==> src/design/cpg_pkg.sv <==
// Package for the closest-pair grid search block.
// Holds default sizes and the sequencer state type; no dependencies.
package cpg_pkg;
	localparam int GRID_MAX_DEF   = 16;
	localparam int CELL_CAP_DEF   = 8;
	localparam int COORD_BITS_DEF = 16;
	localparam int SIDE_W         = 5;
	localparam logic [SIDE_W-1:0] SIDE_RESET = 5'd16;

	typedef enum logic [3:0] {
		ST_LOAD,
		ST_FLUSH,
		ST_CELL,
		ST_CELLW,
		ST_PA,
		ST_PAW,
		ST_NB,
		ST_NBW,
		ST_PB,
		ST_PBW,
		ST_DRAIN,
		ST_ROOT,
		ST_ROOTW,
		ST_OUT
	} cpg_state_t;
endpackage

==> src/design/cpg_cmp.sv <==
// Distance pipeline: absolute difference, squares, sum and running minimum.
// Depends on cpg_pkg.
module cpg_cmp import cpg_pkg::*; #(
	parameter int COORD_BITS = COORD_BITS_DEF
) (
	input  logic                    clk,
	input  logic                    arst_n,
	input  logic                    clear,
	input  logic                    pair_valid,
	input  logic [COORD_BITS-1:0]   ax,
	input  logic [COORD_BITS-1:0]   ay,
	input  logic [COORD_BITS-1:0]   bx,
	input  logic [COORD_BITS-1:0]   by,
	output logic                    busy,
	output logic                    seen,
	output logic [2*COORD_BITS+1:0] best
);
	localparam int C = COORD_BITS;

	logic             v_s1, v_s2;
	logic [C-1:0]     dx_s1, dy_s1;
	logic [2*C-1:0]   sqx_s2, sqy_s2;
	logic [2*C+1:0]   sum;
	logic [2*C+1:0]   best_q;
	logic             seen_q;

	assign sum  = (2*C+2)'(sqx_s2) + (2*C+2)'(sqy_s2);
	assign busy = v_s1 | v_s2;
	assign seen = seen_q;
	assign best = best_q;

	always_ff @(posedge clk or negedge arst_n) begin
		if (!arst_n) begin
			v_s1   <= 1'b0;
			v_s2   <= 1'b0;
			seen_q <= 1'b0;
			best_q <= '1;
		end else begin
			v_s1 <= pair_valid;
			v_s2 <= v_s1;
			if (clear) begin
				seen_q <= 1'b0;
				best_q <= '1;
			end else if (v_s2) begin
				seen_q <= 1'b1;
				if (sum < best_q) best_q <= sum;
			end
		end
	end

	always_ff @(posedge clk) begin
		dx_s1  <= (ax >= bx) ? ax - bx : bx - ax;
		dy_s1  <= (ay >= by) ? ay - by : by - ay;
		sqx_s2 <= dx_s1 * dx_s1;
		sqy_s2 <= dy_s1 * dy_s1;
	end
endmodule

==> config.mk <==
export PLATFORM = sky130hd
export DESIGN_NAME = cpg_cmp
export DESIGN_NICKNAME = d
export VERILOG_FILES = /design/src/design/cpg_pkg.sv /design/src/design/cpg_cmp.sv
export SDC_FILE = /design/constraint.sdc
export NUM_CORES = 1
export LEC_CHECK = 0
export BUFFER_PORTS_ARGS = -buffer_cell sky130_fd_sc_hd__buf_2
export CORE_ASPECT_RATIO = 1.4
export CORE_MARGIN = 1
export CORE_UTILIZATION = 60
export CTS_CLUSTER_DIAMETER = 50
export DETAILED_ROUTE_END_ITERATION = 6
export PLACE_DENSITY = 0.77
export SLEW_MARGIN = 10
export SYNTH_ARGS = -nofsm -noshare
export SYNTH_HDL_FRONTEND = slang
export SYNTH_SLANG_ARGS = --single-unit
==> constraint.sdc <==
create_clock -name clk -period 6.97 [get_ports clk]
set_input_delay 0 -clock clk [delete_from_list [all_inputs] [get_ports clk]]
set_output_delay 0 -clock clk [all_outputs]
set_load 0.01 [all_outputs]
# Yosys cells after proc, flatten, opt, wreduce, memory -nomap -nowiden
# Cells that the tools add are included.
# word_totals
output_inout_bits,36
reg_bits,133
in_bits,68
# op_classes
reduce_logical,3
mul,2
magnitude_cmp,3
mux,7
addsub,5
bitwise,1
# op_table
op,n
$mux 34,3
$mul 16x16->32,2
$sub 16x16->16,4
$lt 33x34->1,1
$add 32x32->33,1
$ge 16x16->1,2
$mux 16,2
$reduce_bool 2->1,2
$mux 1,2
$reduce_and 2->1,1
$or 1x1->1,1

# Longest topological paths before layout
# Gate-level depths: netlist of the first run.
# logic_depth
depth_word,5
mapped_depth,25
ltp_nobuf,24

# Least setup slack after synthesis of the first run
# OpenSTA, ideal clock, no wires.
# synth_timing
path_kind,reg2reg
startpoint,register dy_s1[1]
endpoint,register sqy_s2[28]
path_stages_with_launch,26
period_less_slack_ns,6.099
arrival_ns,6.027
setup_time_ns,0.072
slack_ns,0.871
cell_sequence,dfxtp_1 clkbuf_1 clkbuf_1 and2_1 fa_1 inv_1 fa_1 inv_1 fa_1 inv_1 fa_1 inv_1 fa_1 inv_1 fa_1 inv_1 ha_1 and4_4 nor2b_1 a311oi_2 o31ai_1 a221oi_2 o21ai_1 a21o_1 a21oi_1 xnor2_1
# synth_between
elab_chain_cells,1
# synth_lines
item,line,source
from (decl),cpg_cmp.sv:21,"logic [C-1:0] dx_s1, dy_s1;"
from (signal assigned),cpg_cmp.sv:53,dy_s1 <= (ay >= by) ? ay - by : by - ay;
$mul 16x16->32,cpg_cmp.sv:55,sqy_s2 <= dy_s1 * dy_s1;
to (signal assigned),cpg_cmp.sv:55,
to (decl),cpg_cmp.sv:22,"logic [2*C-1:0] sqx_s2, sqy_s2;"
# Every way passes these cells.
# A chain may end at the register's enable or synchronous reset.

# Worst setup path in the final report of the first run
# layout_timing
startpoint,register dx_s1[4]
endpoint,register sqx_s2[31]
# layout_between
elab_chain_cells,1
# layout_lines
item,line,source
from (decl),cpg_cmp.sv:21,
from (signal assigned),cpg_cmp.sv:52,dx_s1 <= (ax >= bx) ? ax - bx : bx - ax;
$mul 16x16->32,cpg_cmp.sv:54,sqx_s2 <= dx_s1 * dx_s1;
to (signal assigned),cpg_cmp.sv:54,
to (decl),cpg_cmp.sv:22,
# Every way passes these cells.

==> results of run 1 <==
==> state kept, by name (all words and copies together), names as in the netlist <==
signal,flops
dy_s1,16
best,34
dx_s1,16
v_s1,1
sqx_s2,31
v_s2,1
seen,1
sqy_s2,31
==> worst min-delay path, delay by kind of cell <==
family	cells	cell delay [ns]
xor+xnor	1	0.09
buf+inv	1	0.09
fa+ha+maj	1	0.23
==> cell usage in the layout, fill, tap and decap left out, drive strengths merged, types with 34 or more instances in the layout <==
| cell | instances |
|---|---|
| a21o | 76 |
| a21oi | 119 |
| and2 | 79 |
| buf | 121 |
| dfstp | 34 |
| dfxtp | 94 |
| fa | 330 |
| ha | 325 |
| inv | 618 |
| nand2 | 231 |
| nor2 | 101 |
| o211ai | 39 |
| o21ai | 71 |
| xnor2 | 84 |
| xor2 | 43 |
==> layout make-up <==
class	count	area, um2
multi-input cells	1762	17300
fillers	3119	12900
flip-flops and latches	131	2850
inverters	614	2300
repair buffers	137	811
well taps	473	592
clock buffers	20	447
clock inverters	12	148
==> worst min path at each step <==
stage                     slack [ns]  startpoint  depth (start not counted)                to
after floorplan                -0.30      arst_n                          0  seen$_DFFE_PN0P_
after global placement          0.11  pair_valid                          1    v_s1$_DFF_PN0_
after detailed placement        0.11  pair_valid                          1    v_s1$_DFF_PN0_
after CTS                      0.004       by[4]                          3  dy_s1[4]$_DFF_P_
after global routing            0.05       bx[5]                          3  dx_s1[5]$_DFF_P_
final                           0.01       by[4]                          3  dy_s1[4]$_DFF_P_
==> what timing repair did <==
| action | 4_1_cts | 5_1_grt |
|---|---|---|
| hold endpoints to repair | 12 | 0 |
| hold buffers | 16 | 0 |
| buffers inserted | 0 | 0 |
==> kinds of logic (layout without fill, tap and decap cells) <==
group / Yosys count / in the layout / synth area share (%)
AOI/OAI and AO/OA: 410 / 410 / 11.9
xor gates and xnor gates: 127 / 127 / 4.89
adders and majority gates: 655 / 655 / 47.0
buffers and inverters: 681 / 783 / 11.3
DFF: 131 / 131 / 12.5
muxes: 26 / 26 / 1.16
and+or+nand+nor: 544 / 544 / 11.3
==> stage by stage <==
step                util, %  area (um2)  setup slack, ns
finish                 65.4       24500            0.421
global route           65.4       24500           0.0662
global placement       63.4       23700            0.626
CTS                    65.4       24500            0.466
detailed placement     63.4       23700            0.505
floorplan                 -       22700            0.871
==> routing by layer <==
layer | track usage, % | part of all wire (%)
met1 | 31.1 | 38
met2 | 52.3 | 53
met3 | 3.48 | 4.0
met4 | 15.4 | 5.1
met5 | 0 | 0
==> impl_results.md, run 1 <==
* Crit Path Max Fanout at 18
* CORE AREA at 0.0374 mm2
* Initial DRC count at ~780
* Crit path required time at around 7.3 ns
* Final hold vios at 0
* Async SR Flop Fraction at approximately 28%
* Synthesized area at around 0.023 mm2
* R2R Setup Slk at ~0.42 ns
* Post-synth EDFFs at 0
* Grt total ovfl at 0
* Final Wtd Congestion at roughly 0.94
* Vias after detailed routing at roughly 17000
* Register bit count reported by yosys at 131
* Worst setup path end: sqx_s2[31]$_DFF_P_
* Fin crit share at ~94%
* Fin cells at 3149
* Largest net degree at the start of global routing at 38
* Critical Path Source: dx_s1[4]$_DFF_P_
* Crit-path most repeated cell: fa_1
* Post-route ant nets at 0
* Failing checks: DRC
* Synth area leaders: fa_1 (29%), ha_1 (18%), inv_1 (10%)
* Synth top area share at 29.1%
* Setup-violating endpoint count in the final report at 0
* Top cells by count, synth: inv_1 (613), fa_1 (330), ha_1 (325)
* CP Class: register to register
* Gr usage total at 28.1%
* Startpoint types: register
* Crit. End Element: register
* Die X at about 170 um
* Reg-to-reg startpoint: dx_s1[4]$_DFF_P_
* Layout Nets at about 3400
* Detailed Routing Iterations Pass 1 at 7
* Post-synth top area cell: fa_1
* R2r endpoint: sqx_s2[31]$_DFF_P_
* Status: finished, violations left
* Die H at approximately 230 um
* # rows at 84
* Reg2Reg Depth at 20
* Slew Viols, Final at 0
* Slew at the pin closest to its max-slew limit at roughly 1.2 ns
* RSZ-0062 raised after global routing: false
* CTS clk-pin slew, worst paths at 0.07 ns
* Post-DR vias/cell at approximately 5.5
* Mean Syn Cell Area at a little under 9 um2
* First-pass GRT wire length at 87.2 mm
* Io pins at roughly 100
* WP buf/inv at 3
* Drt total wl at just over 50 mm
* YS warnings at 0
* Min Clock Period, post-route at 6.55 ns
* Mapped Nets at 3297
* Hold WS at ~0.013 ns
* IO Port Bufs at 103
* DR WL/cell at 16.3 um
* Cell at the slowest stage of the critical path: dfxtp_1
* Worst path max stage delay at around 0.80 ns
* Hold WC Path Type: input port to register
* Area Growth Syn to Fin at 7.69%
* TritonCTS clock tree: done
* Htree depth at 4
* Relative slew slack at a little under a quarter
* Setup TNS at 0 ns
* Number of buffers created by CTS at 17
* Worst-path cell chain: nand2_1, inv_1, fa_1, fa_1, fa_1, fa_1, fa_1, inv_1, fa_1, inv_1, ha_1, o21a_1, o21ai_0, a21oi_1, o21ai_0, a31oi_1, or4_1, a31o_1, a21oi_2, xnor2_1
* Initial antenna violation count at 0
* Clock Latency Late Sink at around 0.44 ns
* Maximum root-to-sink buffer count at 2
* Clock Tree Root: clkbuf_16
* Max-cap viol count at 0
* Crit path depth at 20
* Max Freq at 153 MHz
* Die ar. at 0.0387 mm2
* # DRC at 6
* Final Skew at approximately 0.018 ns
* Cell with the most instances after synthesis: inv_1
* Post-synthesis cell count at 2574
* Ys flop type: dfxtp_1
* CP arrival at roughly 7 ns
* # resized after CTS at 0
* Seq/Total Area, Yosys at around an eighth
* Fraction of final layout cells sized beyond drive strength 1 at about 8%
* Antenna fix cells at 0
* HPWL after detailed placement at 43.5 mm
* Vias in the first global route at around 19000
* Largest delay share family, worst path: adder cells
* Placed cells at 3101
* Starting Density at about three fifths
* Number of distinct library cells after synthesis at 70
* Clock sinks at about 130
Power of run 1 is left out: the tool's default activity adds up to more than one toggle a clock period on the data nets, which glitch-free logic cannot reach.
==> run 2: changes to the inputs <==
--- a/config.mk
+++ b/config.mk
@@ -5,7 +5,7 @@
 export SDC_FILE = /design/constraint.sdc
 export NUM_CORES = 1
 export LEC_CHECK = 0
-export BUFFER_PORTS_ARGS = -buffer_cell sky130_fd_sc_hd__buf_2
+export BUFFER_PORTS_ARGS = -buffer_cell sky130_fd_sc_hd__buf_4
 export CORE_ASPECT_RATIO = 1.4
 export CORE_MARGIN = 1
 export CORE_UTILIZATION = 60
==> run 2 against run 1 <==
  * The flow still finishes with violations (DRC)
  * Core utilization increased by 0.73 points
  * Worst hold slack improved by 0.00081 ns
  * Setup slack improved by 0.049 ns
  * Register-to-register slack improved by 0.05 ns
==> impl_results.md, run 2 (same netlist as run 1, synthesis figures left out) <==
* Status: finished, violations left
* Failing checks: DRC
* Antenna fix cells at 0
* # DRC at 7
* Clock Latency Late Sink at roughly 0.45 ns
* Vias after detailed routing at ~17000
* Starting Density at between 60% and 70%
* Layout Nets at roughly 3400
* Max-cap viol count at 0
* Slew Viols, Final at 0
* Number of buffers created by CTS at 17
* Crit-path most repeated cell: inv_1
* Cell at the slowest stage of the critical path: o31ai_1
* # rows at between 80 and 90
* Gr usage total at between 20% and 30%
* Htree depth at 4
* Die X at approximately 170 um
* Most common cell after layout, fill and taps aside: inv_1
* Crit path required time at roughly 7.3 ns
* Largest delay share family, worst path: adder cells
* R2R Setup Slk at about 0.47 ns
* Hold WS at about 0.013 ns
* Setup-violating endpoint count in the final report at 0
* Initial DRC count at between 900 and 1000
* Most frequent cells in the layout: inv_1 (613), fa_1 (330), ha_1 (325)
* Final hold vios at 0
* Post-DR vias/cell at ~5.5
* Worst path max stage delay at 0.55 ns
* Clock sinks at ~130
* Post-route ant nets at 0
* Final Skew at ~0.027 ns
* Die H at approximately 230 um
* Reg2Reg Depth at 24
* Max reg flops at 34
* Die ar. at ~0.039 mm2
* Detailed Routing Iterations Pass 1 at 6
* Io pins at 104
* DR WL/cell at ~16 um
* TritonCTS clock tree: done
* Grt total ovfl at 0
* Clock Tree Root: clkbuf_16
* Fraction of final layout cells sized beyond drive strength 1 at between 8 and 9%
* Max Freq at around 150 MHz
* CP Class: register to register
* WL met2 at roughly 27 mm
* Crit. End Element: register
* Met3 WL post-DR at a little over 2 mm
* Startpoint types: register
* HPWL after detailed placement at about 44 mm
* Hold WC Path Type: input port to register
* IO Port Bufs at around 100
* Maximum root-to-sink buffer count at 2
* Area Growth Syn to Fin at 8.89%
* Initial antenna violation count at 1
* Worst Hold Depth at 3
* Relative slew slack at approximately 25%
* Crit path depth at 24
* Min Clock Period, post-route at ~6.5 ns
* CP arrival at roughly 6.8 ns
* CORE AREA at 0.0374 mm2
* RSZ-0062 raised after global routing: false
* Fin crit share at between 90% and 100%
* Setup TNS at 0 ns
* Top layer in use: met5
* Drt total wl at around 51 mm
* First-pass GRT wire length at 87.0 mm
* WP buf/inv at 7
* WL met1 at around 20 mm
* Crit Path Max Fanout at 14
* Worst-path cell chain: nand2_1, inv_1, fa_1, inv_1, fa_1, inv_1, fa_1, inv_1, fa_1, inv_1, fa_1, inv_1, fa_1, inv_1, ha_1, and4_4, nor2b_1, a311oi_2, o31ai_1, a221oi_2, o21ai_1, a21o_1, a21oi_1, xnor2_1
* Slew at the pin closest to its max-slew limit at 1.13 ns
* Vias in the first global route at ~19000
* Final Wtd Congestion at 0.993
* Largest net degree at the start of global routing at between 50 and 60
* CTS clk-pin slew, worst paths at roughly 0.07 ns
==> run 2: changes by cell type in the layout (fill, tap and decap cells not counted) <==
cell,change
clkinvlp_4,+2
inv_6,+2
clkbuf_8,-1
bufinv_16,-1
clkbuf_1,-1
buf_4,+104
buf_2,-103
dlygate4sd3_1,+3
clkinv_4,-2
inv_8,+1
==> run 2: path summary, 6_finish.rpt <==
check	start	endpoint
min in group asynchronous	arst_n	v_s1$_DFF_PN0_
worst min register to register	v_s1$_DFF_PN0_	v_s2$_DFF_PN0_
worst max register to register	dy_s1[3]$_DFF_P_	sqy_s2[28]$_DFF_P_
worst min-delay path	bx[13]	dx_s1[13]$_DFF_P_
max in group asynchronous	arst_n	best[0]$_DFFE_PN1P_
worst max-delay path	dy_s1[3]$_DFF_P_	sqy_s2[28]$_DFF_P_
==> run 2: area by class of cell <==
cell class | count | area, um2
clock buffers | 18 | 429
clock inverters | 14 | 144
fillers | 3076 | 12700
inverters | 614 | 2300
multi-input cells | 1762 | 17300
flip-flops and latches | 131 | 2850
well taps | 473 | 592
repair buffers | 141 | 1110
==> run 2: timing repair <==
action	4_1_cts	5_1_grt
resized for setup	0	0
endpoints found under the hold margin	50	0
hold buffers	19	0
setup buffers	0	0
==> run 2: per-layer routing <==
layer | up-vias | global-route usage [%]
li1 | 8293 | -
met1 | 8468 | 30.9
met2 | 472 | 53.0
met3 | 155 | 2.83
met4 | 2 | 16.0
met5 | - | 0
==> run 2: metrics by stage <==
stage	util, %	worst slack [ns]	cells	instance area [um2]
finish	66.2	0.470	3153	24800
global route	66.2	0.106	3153	24800
CTS	66.2	0.508	3153	24800
detailed placement	64.1	0.540	3102	24000
global placement	64.1	0.688	3102	24000
floorplan	-	0.871	2574	22700
==> run 2: tightest hold or removal path: stages <==
cell and delay (ns):
buf_4 0.09, ha_1 0.22, xnor2_1 0.09
Power of run 2 is left out for the same reason.
