File: src/design/cpg_pkg.sv
// Package for the closest-pair grid search block.
// Holds default sizes and the sequencer state type; no dependencies.
package cpg_pkg;
	localparam int GRID_MAX_DEF   = 16;
	localparam int CELL_CAP_DEF   = 8;
	localparam int COORD_BITS_DEF = 16;
	localparam int SIDE_W         = 5;
	localparam logic [SIDE_W-1:0] SIDE_RESET = 5'd16;

	typedef enum logic [3:0] {
		ST_LOAD,
		ST_FLUSH,
		ST_CELL,
		ST_CELLW,
		ST_PA,
		ST_PAW,
		ST_NB,
		ST_NBW,
		ST_PB,
		ST_PBW,
		ST_DRAIN,
		ST_ROOT,
		ST_ROOTW,
		ST_OUT
	} cpg_state_t;
endpackage

File: src/design/cpg_isqrt.sv
// Iterative integer square root, two radicand bits per cycle, rounded down.
// Depends on cpg_pkg.
module cpg_isqrt import cpg_pkg::*; #(
	parameter int COORD_BITS = COORD_BITS_DEF
) (
	input  logic                    clk,
	input  logic                    arst_n,
	input  logic                    start,
	input  logic [2*COORD_BITS+1:0] radicand,
	output logic                    done,
	output logic [COORD_BITS:0]     root
);
	localparam int C  = COORD_BITS;
	localparam int NB = $clog2(C + 2);

	logic [2*C+1:0] v_q;
	logic [C+3:0]   rem_q;
	logic [C:0]     root_q;
	logic [NB-1:0]  cnt_q;
	logic           run_q, done_q;
	logic [C+3:0]   rem2, trial;

	assign rem2  = {rem_q[C+1:0], v_q[2*C+1:2*C]};
	assign trial = {1'b0, root_q, 2'b01};
	assign done  = done_q;
	assign root  = root_q;

	always_ff @(posedge clk or negedge arst_n) begin
		if (!arst_n) begin
			run_q  <= 1'b0;
			done_q <= 1'b0;
			cnt_q  <= '0;
		end else begin
			done_q <= 1'b0;
			if (start) begin
				run_q <= 1'b1;
				cnt_q <= '0;
			end else if (run_q) begin
				cnt_q <= cnt_q + 1'b1;
				if (cnt_q == NB'(C)) begin
					run_q  <= 1'b0;
					done_q <= 1'b1;
				end
			end
		end
	end

	always_ff @(posedge clk) begin
		if (start) begin
			v_q    <= radicand;
			rem_q  <= '0;
			root_q <= '0;
		end else if (run_q) begin
			v_q <= {v_q[2*C-1:0], 2'b00};
			if (rem2 >= trial) begin
				rem_q  <= rem2 - trial;
				root_q <= {root_q[C-1:0], 1'b1};
			end else begin
				rem_q  <= rem2;
				root_q <= {root_q[C-1:0], 1'b0};
			end
		end
	end
endmodule

File: config.mk
export PLATFORM = sky130hd
export DESIGN_NAME = cpg_isqrt
export DESIGN_NICKNAME = d
export VERILOG_FILES = /design/src/design/cpg_pkg.sv /design/src/design/cpg_isqrt.sv
export SDC_FILE = /design/constraint.sdc
export NUM_CORES = 1
export LEC_CHECK = 0
export BUFFER_PORTS_ARGS = -buffer_cell sky130_fd_sc_hd__buf_2
export CAP_MARGIN = 20
export CORE_ASPECT_RATIO = 0.8
export CORE_MARGIN = 5
export CORE_UTILIZATION = 38
export CTS_CLUSTER_SIZE = 40
export DETAILED_ROUTE_END_ITERATION = 12
export HOLD_SLACK_MARGIN = 0.1
export SYNTH_ARGS = -nofsm -noshare
export SYNTH_HDL_FRONTEND = slang
export SYNTH_SLANG_ARGS = --single-unit
File: constraint.sdc
create_clock -name clk -period 2.2 [get_ports clk]
set_input_delay 0.11 -clock clk [delete_from_list [all_inputs] [get_ports clk]]
set_output_delay 0.11 -clock clk [all_outputs]
set_load 0.02 [all_outputs]
[After elaboration in Yosys (flattened, before gate mapping)]
Cells that the tools add are included.
W data, S select, Z words.
Operators by class
  muxes and demuxes: 12
  order comparisons: 1
  reduce and logical (&&, ||, !) cells: 1
  equal/unequal tests: 1
  add/sub/neg operators: 2
Operator list (count)
  $mux W34: 2
  $ge A20 B19 Y1: 1
  $mux W18: 1
  $sub A18 B18 Y18: 1
  $mux W5: 2
  $mux W1: 7
  $add A5 B1 Y5 const B: 1
  $eq A5 B5 Y1 const B: 1
  $reduce_bool A2 Y1: 1
Word-level totals
  output and inout bits: 18
  register bits after elaboration: 76
  logic and storage cells: 23

[Depth between registers and ports, before layout]
Gate-level depths: netlist of the first run.
  depth after elaboration: 4
  gate-level depth with buffers: 11
  mapped depth without buffers: 8

[Least setup slack after synthesis of the first run]
No wires, ideal clock.
  path kind: register to register
  from: register root_q[4] (netlist: root[4])
  to: register rem_q[8]
  period minus slack after synthesis: 2.435 ns
  cell stages (with the launch flop): 10
  setup slack: -0.235 ns
  data arrival time: 2.347 ns
  required time: 2.112 ns
  cell sequence: dfxtp_1 -> inv_1 -> ha_1 -> nand2_2 -> a2111oi_4 -> o2bb2ai_2 -> a21o_1 -> buf_6 -> or3b_1 -> a311oi_2
Between the ends
  cells in the longest elaborated chain, start to end: 2
  elaborated cells between the ends (all ways): 3
  those cells by class: add/sub (1); order compare (1); mux (1)
RTL lines
  start, declared: RTL line cpg_isqrt.sv:18  | logic [C:0] root_q;
  start signal, assigned: RTL line cpg_isqrt.sv:57  | root_q <= {root_q[C-1:0], 1'b1};
  start signal, assigned: RTL line cpg_isqrt.sv:60  | root_q <= {root_q[C-1:0], 1'b0};
  $sub A18 B18 Y18 or $ge A20 B19 Y1 (tied branches): RTL line cpg_isqrt.sv:56, cpg_isqrt.sv:55
  $mux W18 (*): RTL line cpg_isqrt.sv:55  | if (rem2 >= trial) begin
  end signal, assigned: RTL line cpg_isqrt.sv:56  | rem_q <= rem2 - trial;
  end signal, assigned: RTL line cpg_isqrt.sv:59  | rem_q <= rem2;
  end, declared: RTL line cpg_isqrt.sv:17  | logic [C+3:0] rem_q;
Mark *: on every way between the ends. The rest lies on a longest branch, timed or not.
A chain may end at the register's enable or synchronous reset.

[Worst setup path after layout of the first run]
  from: register v_q[33]
  to: register rem_q[6]
Between the ends
  cells in the longest elaborated chain, start to end: 2
  elaborated cells between the ends (all ways): 3
  those cells by class: add/sub (1); order compare (1); mux (1)
RTL lines
  start, declared: RTL line cpg_isqrt.sv:16  | logic [2*C+1:0] v_q;
  start signal, assigned: RTL line cpg_isqrt.sv:50  | v_q <= radicand;
  start signal, assigned: RTL line cpg_isqrt.sv:54  | v_q <= {v_q[2*C-1:0], 2'b00};
  $sub A18 B18 Y18 or $ge A20 B19 Y1 (tied branches): RTL line cpg_isqrt.sv:56, cpg_isqrt.sv:55
  $mux W18 (*): RTL line cpg_isqrt.sv:55
Marks and branches as above.

==> flow_metrics.env, run 1 <==
export IMPL_multi_input_area_um2=2310
export IMPL_layout_nets=603
export IMPL_rows=34
export IMPL_finalMaxSlewViolations=0
export IMPL_worst_slack_ps=-43.0
export IMPL_cts_buffer_depth=2
export IMPL_yosys_register_bits=76
export IMPL_cts_buffers=9
export IMPL_critical_path_class="reg -> reg"
export IMPL_place_ws_ps=-94.5
export IMPL_grt_pass1_wl_mm=17.6
export IMPL_place_area_um2=5080
export IMPL_nFillCells=932
export IMPL_globalplace_congestion=0.852
export IMPL_first_pass_iters=4
export IMPL_diodes=0
export IMPL_violations="setup timing"
export IMPL_cts_max_level=3
export IMPL_synth_main_ff_cell="dfxtp_1"
export IMPL_vias=3528
export IMPL_fin_area_um2=5990
export IMPL_post_route_min_period_ps=2240
export IMPL_slew_headroom_pct=59.0
export IMPL_path_buf_inv=1
export IMPL_synth_commonest_cells="nor2_1, dfxtp_1, edfxtp_1"
export IMPL_antenna_found_initial=0
export IMPL_cap_viol_max_count=0
export IMPL_layout_cells_non_filler=694
export IMPL_synth_largest_area_cell="edfxtp_1"
export IMPL_overflow=0
export IMPL_io_buffers=54
export IMPL_cts_tree="built"
export IMPL_area_delta_synth_final_pct=44.4
export IMPL_grtUsageTotal_pct=16.8
export IMPL_insertion_delay_ps=340
export IMPL_ir_worst_vdd_uv=608
export IMPL_grt_pass1_vias=3588
export IMPL_synth_warnings=0
export IMPL_finalHoldViolations=0
export IMPL_die_width_um=127
export IMPL_finalPower_w=0.00749
export IMPL_setup_viol=2
export IMPL_grt_max_degree=33
export IMPL_synth_edf_count=34
export IMPL_arrival_ps=2500
export IMPL_syn_area_um2=4150
export IMPL_routed_via_density=5.08
export IMPL_worst_path_max_delay_cell="a2111oi_4"
export IMPL_yosysMostFrequentCell="nor2_1"
export IMPL_seqCellArea_um2=1930
export IMPL_ant_nets=0
export IMPL_post_drt_wl_per_cell_um=15.5
export IMPL_async_flop_share_pct=9.21
export IMPL_die_y_um=103
export IMPL_drc=0
export IMPL_die_area_um2=13100
export IMPL_drive_above_1_share_pct=41.1
export IMPL_critPathCaptureType="register"
export IMPL_synth_area_leaders="edfxtp_1, dfxtp_1, mux2_2"
export IMPL_power_density_nw_per_um2=1250
export IMPL_finClkSkew_ps=4.14
export IMPL_finalCoreUtilization_pct=55.7
export IMPL_cpLargestDelayFamily="compound AO/OA/AOI/OAI gates"
export IMPL_initial_utilization_pct=38.6
export IMPL_coreArea_um2=10800
export IMPL_syn_avg_cell_area_um2=10.4
export IMPL_root_buffer="clkbuf_16"
export IMPL_clock_sinks=76
export IMPL_cts_clk_slew_worst_paths_ps=60
export IMPL_cpPeakStageDelay_ps=390
export IMPL_synth_seq_area_share_pct=45.7
export IMPL_cp_cell_sequence="inv_2 > ha_4 > nand2b_4 > a2111oi_4 > o2bb2ai_2 > a21o_4 > or3b_4 > a311oi_2"
export IMPL_synth_net_count=457
export IMPL_postSynthCellCount=399
export IMPL_pin_count=55
export IMPL_path_max_fanout=8
export IMPL_hp_class="in -> reg"
export IMPL_post_dp_hpwl_mm=7.63
export IMPL_drt_iter0_markers=119
export IMPL_ys_types=58
export IMPL_clock_fmax_mhz=446
export IMPL_routed_wirelength_mm=10.7
export IMPL_p_leak_nw=2.66
export IMPL_placed_cells=632
export IMPL_tightestPinTransition_ps=615
export IMPL_synth_top_cell_area_share_pct=24.6
export IMPL_fin_crit_sh_pct=102
export IMPL_status="finished with violations"
export IMPL_start_kind="register"
export IMPL_rsz0062_at_grt="yes"
export IMPL_crit_required_ps=2450
## per-stage QoR
step,hold slack (ps),setup TNS (ps)
3_5_place_dp,-49.1,-489
6_report,108,-66.0
5_1_grt,111,-311
4_1_cts,101,-29.9
2_1_floorplan,-186,-105
3_3_place_gp,-55.1,0
## metal layers
layer / GRT usage [%] / vias to the layer above / wire [um]
met5: 0 / - / 0
met4: 4.70 / 0 / 150
met3: 3.75 / 13 / 410
met2: 29.0 / 69 / 5190
met1: 21.6 / 1697 / 4990
li1: - / 1749 / -
## sequential cells by signal, indices dropped and copies added (netlist names)
signal	flops
run_q	1
v_q	34
cnt_q	5
done	1
rem_q	18
root	17
## placed cells by master, fill, tap and decap left out, types with 4 or more instances in the layout
cell	synthesis	routed
clkbuf_16	0	9
nand2_1	23	23
o21a_1	6	5
mux2i_1	23	23
ha_1	21	12
dfxtp_1	35	18
edfxtp_1	34	34
o21ai_0	19	15
inv_2	0	6
ha_4	0	9
buf_4	0	63
dfxtp_4	0	5
a21oi_1	12	9
dlygate4sd3_1	0	33
dfrtp_1	7	7
mux2_2	32	32
o21ai_1	0	4
inv_1	28	22
nand3_1	9	8
dfxtp_2	0	12
nand4_1	9	9
xnor2_1	9	9
a21o_1	7	6
nor3_1	5	4
and2_1	4	4
buf_2	3	54
nor2_1	42	41
## power breakdown
group          leakage, nW  switching (W)  total [W]  internal (W)
Clock                0.164       0.000635    0.00165       0.00102
Combinational         1.75        0.00195    0.00398       0.00203
Sequential           0.750       0.000157    0.00185       0.00169
## timing repair
| action | in CTS | in global routing |
|---|---|---|
| endpoints found under the hold margin | 39 | 0 |
| hold buffers | 33 | 0 |
| pin swaps | 10 | 5 |
| buffers inserted | 8 | 5 |
| setup endpoints to repair | 10 | 18 |
| resized for setup | 11 | 23 |
## path summary, 6_finish.rpt
kind / from / end / slack (ps) / cells after the start
min in group asynchronous: arst_n / cnt_q[3] / 130 / 2
hold / removal: radicand[8] / v_q[8] / 110 / 2
setup reg to reg: v_q[33] / rem_q[6] / -40 / 8
hold reg to reg: rem_q[5] / rem_q[5] / 500 / 2
max in group asynchronous: arst_n / cnt_q[1] / 1920 / 2
setup / recovery: v_q[33] / rem_q[6] / -40 / 8
## kinds of logic after synthesis
kind of cell,share of synthesized area [%]
adders and majority gates,6.33
and+or+nand+nor,12.9
buffers and inverters,4.55
muxes,14.2
xor gates and xnor gates,2.53
DFF,45.7
AOI/OAI and AO/OA,13.7
## cell type report
cell class,count,share of cell area (%)
clock inverters,7,1.75
flip-flops and latches,76,32.2
inverters,28,1.75
well taps,144,3.01
clock buffers,9,3.76
repair buffers,154,19.0
multi-input cells,276,38.6
(Power assumes the default switching activity.)
==> run 2: changes to the inputs <==
- CORE_MARGIN: 5 -> 2
==> flow_metrics.env, run 2 (same netlist as run 1, synthesis figures left out) <==
export IMPL_p_leak_nw=2.56
export IMPL_status="finished with violations"
export IMPL_cts_max_level=3
export IMPL_cpLargestDelayFamily="compound AO/OA/AOI/OAI gates"
export IMPL_cts_buffer_depth=2
export IMPL_die_width_um=121
export IMPL_vias=3524
export IMPL_insertion_delay_ps=340
export IMPL_arrival_ps=2460
export IMPL_finalMaxSlewViolations=0
export IMPL_path_buf_inv=1
export IMPL_finalCoreUtilization_pct=54.3
export IMPL_top_register="v_q"
export IMPL_grt_pass1_wl_mm=17.7
export IMPL_area_delta_synth_final_pct=40.7
export IMPL_grt_max_degree=32
export IMPL_largest_register_ffs=34
export IMPL_setup_viol=2
export IMPL_drc=0
export IMPL_coreArea_um2=10800
export IMPL_hp_class="in -> async"
export IMPL_cpPeakStageDelay_ps=400
export IMPL_pin_count=55
export IMPL_globalplace_congestion=0.898
export IMPL_diodes=0
export IMPL_fin_setup_tns_ps=-22.6
export IMPL_start_kind="register"
export IMPL_cts_buffers=9
export IMPL_rsz0062_at_grt="yes"
export IMPL_worst_slack_ps=-11.4
export IMPL_drt_met1_wl_mm=5.12
export IMPL_crit_required_ps=2450
export IMPL_first_pass_iters=4
export IMPL_post_drt_wl_per_cell_um=15.9
export IMPL_post_dp_hpwl_mm=7.59
export IMPL_root_buffer="clkbuf_16"
export IMPL_finalHoldViolations=0
export IMPL_final_cell_mix="buf_4, buf_2, nor2_1, dlygate4sd3_1, edfxtp_1"
export IMPL_rows=34
export IMPL_holdWs_ps=126
export IMPL_critPathCaptureType="register"
export IMPL_power_density_nw_per_um2=1220
export IMPL_io_buffers=54
export IMPL_path_max_fanout=7
export IMPL_grt_pass1_vias=3551
export IMPL_dr_wl_met3_um=379
export IMPL_clock_fmax_mhz=452
export IMPL_finClkSkew_ps=5.78
export IMPL_drive_above_1_share_pct=39.3
export IMPL_post_route_min_period_ps=2210
export IMPL_drt_iter0_markers=207
export IMPL_ir_worst_vdd_uv=536
export IMPL_routed_via_density=5.15
export IMPL_fin_crit_sh_pct=101
export IMPL_worst_path_max_delay_cell="o311a_1"
export IMPL_ant_nets=0
export IMPL_grtUsageTotal_pct=19.1
export IMPL_wl_met2_mm=5.14
export IMPL_final_common_cell="buf_4"
export IMPL_initial_utilization_pct=38.6
export IMPL_die_area_um2=11800
export IMPL_cap_viol_max_count=0
export IMPL_antenna_found_initial=0
export IMPL_layout_nets=593
export IMPL_routed_wirelength_mm=10.9
export IMPL_cts_clk_slew_worst_paths_ps=60
export IMPL_cp_cell_sequence="inv_1 > ha_1 > nand3_2 > o311a_1 > a21o_4 > or3b_4 > a311oi_2"
export IMPL_cts_tree="built"
export IMPL_overflow=0
export IMPL_tightestPinTransition_ps=508
export IMPL_die_y_um=97.5
export IMPL_clock_sinks=76
export IMPL_slew_headroom_pct=66.1
export IMPL_critical_path_class="reg -> reg"
export IMPL_top_layer="met4"
export IMPL_violations="setup timing"
[run 2: cell types whose count changed in the layout (fill, tap and decap cells not counted), moves of 2 or more]
| cell | change |
|---|---|
| buf_4 | -8 |
| a311oi_1 | -2 |
| a311oi_2 | +2 |
| buf_6 | -2 |
| bufinv_16 | -2 |
| clkbuf_1 | +2 |
| clkinvlp_4 | +2 |
| inv_1 | +2 |
| inv_2 | -2 |
| inv_8 | -2 |
[run 2: routing by layer]
metal,up-vias,GRT usage [%]
li1,1728,-
met1,1707,26.0
met2,73,30.3
met3,16,4.28
met4,0,5.99
met5,-,0
[run 2: final timing paths]
kind | slack (ps) | start | cells after the start | endpoint
setup / recovery | -10 | root[8] | 7 | rem_q[8]
hold / removal | 130 | arst_n | 2 | done
setup reg to reg | -10 | root[8] | 7 | rem_q[8]
hold reg to reg | 500 | root[16] | 2 | root[16]
max in group asynchronous | 1920 | arst_n | 2 | run_q
min in group clk | 140 | radicand[16] | 2 | v_q[16]
[run 2: timing repair]
action,in CTS,in global routing
hold buffers,34,0
buffers inserted,2,2
setup endpoints to repair,7,15
gates resized for setup,12,18
hold endpoints to repair,40,0
pin swaps,5,2
[run 2: cell type report]
type / count / area [um2]
Fill cell: 951 / 4920
Timing Repair Buffer: 144 / 1040
Multi-Input combinational cell: 276 / 2310
Clock inverter: 5 / 36.3
Inverter: 28 / 105
Clock buffer: 11 / 233
Sequential cell: 76 / 1930
Tap cell: 144 / 180
[run 2: metrics by stage]
stage | total power [W] | std cells | instance area, um2 | setup slack [ps]
2_1_floorplan | 0.00418 | 399 | 4290 | -36.6
3_3_place_gp | 0.00521 | 630 | 5050 | 4.00
3_5_place_dp | 0.00526 | 630 | 5050 | -81.2
4_1_cts | 0.00685 | 682 | 5730 | -6.24
5_1_grt | 0.00757 | 684 | 5840 | -73.0
6_report | 0.00712 | 684 | 5840 | -11.4
[run 2: power by group]
group	leakage, nW	internal, W	switching, W
combinational	1.69	0.00197	0.00193
sequential	0.750	0.00170	0.000157
clock	0.124	0.000767	0.000603
total	2.56	0.00443	0.00269
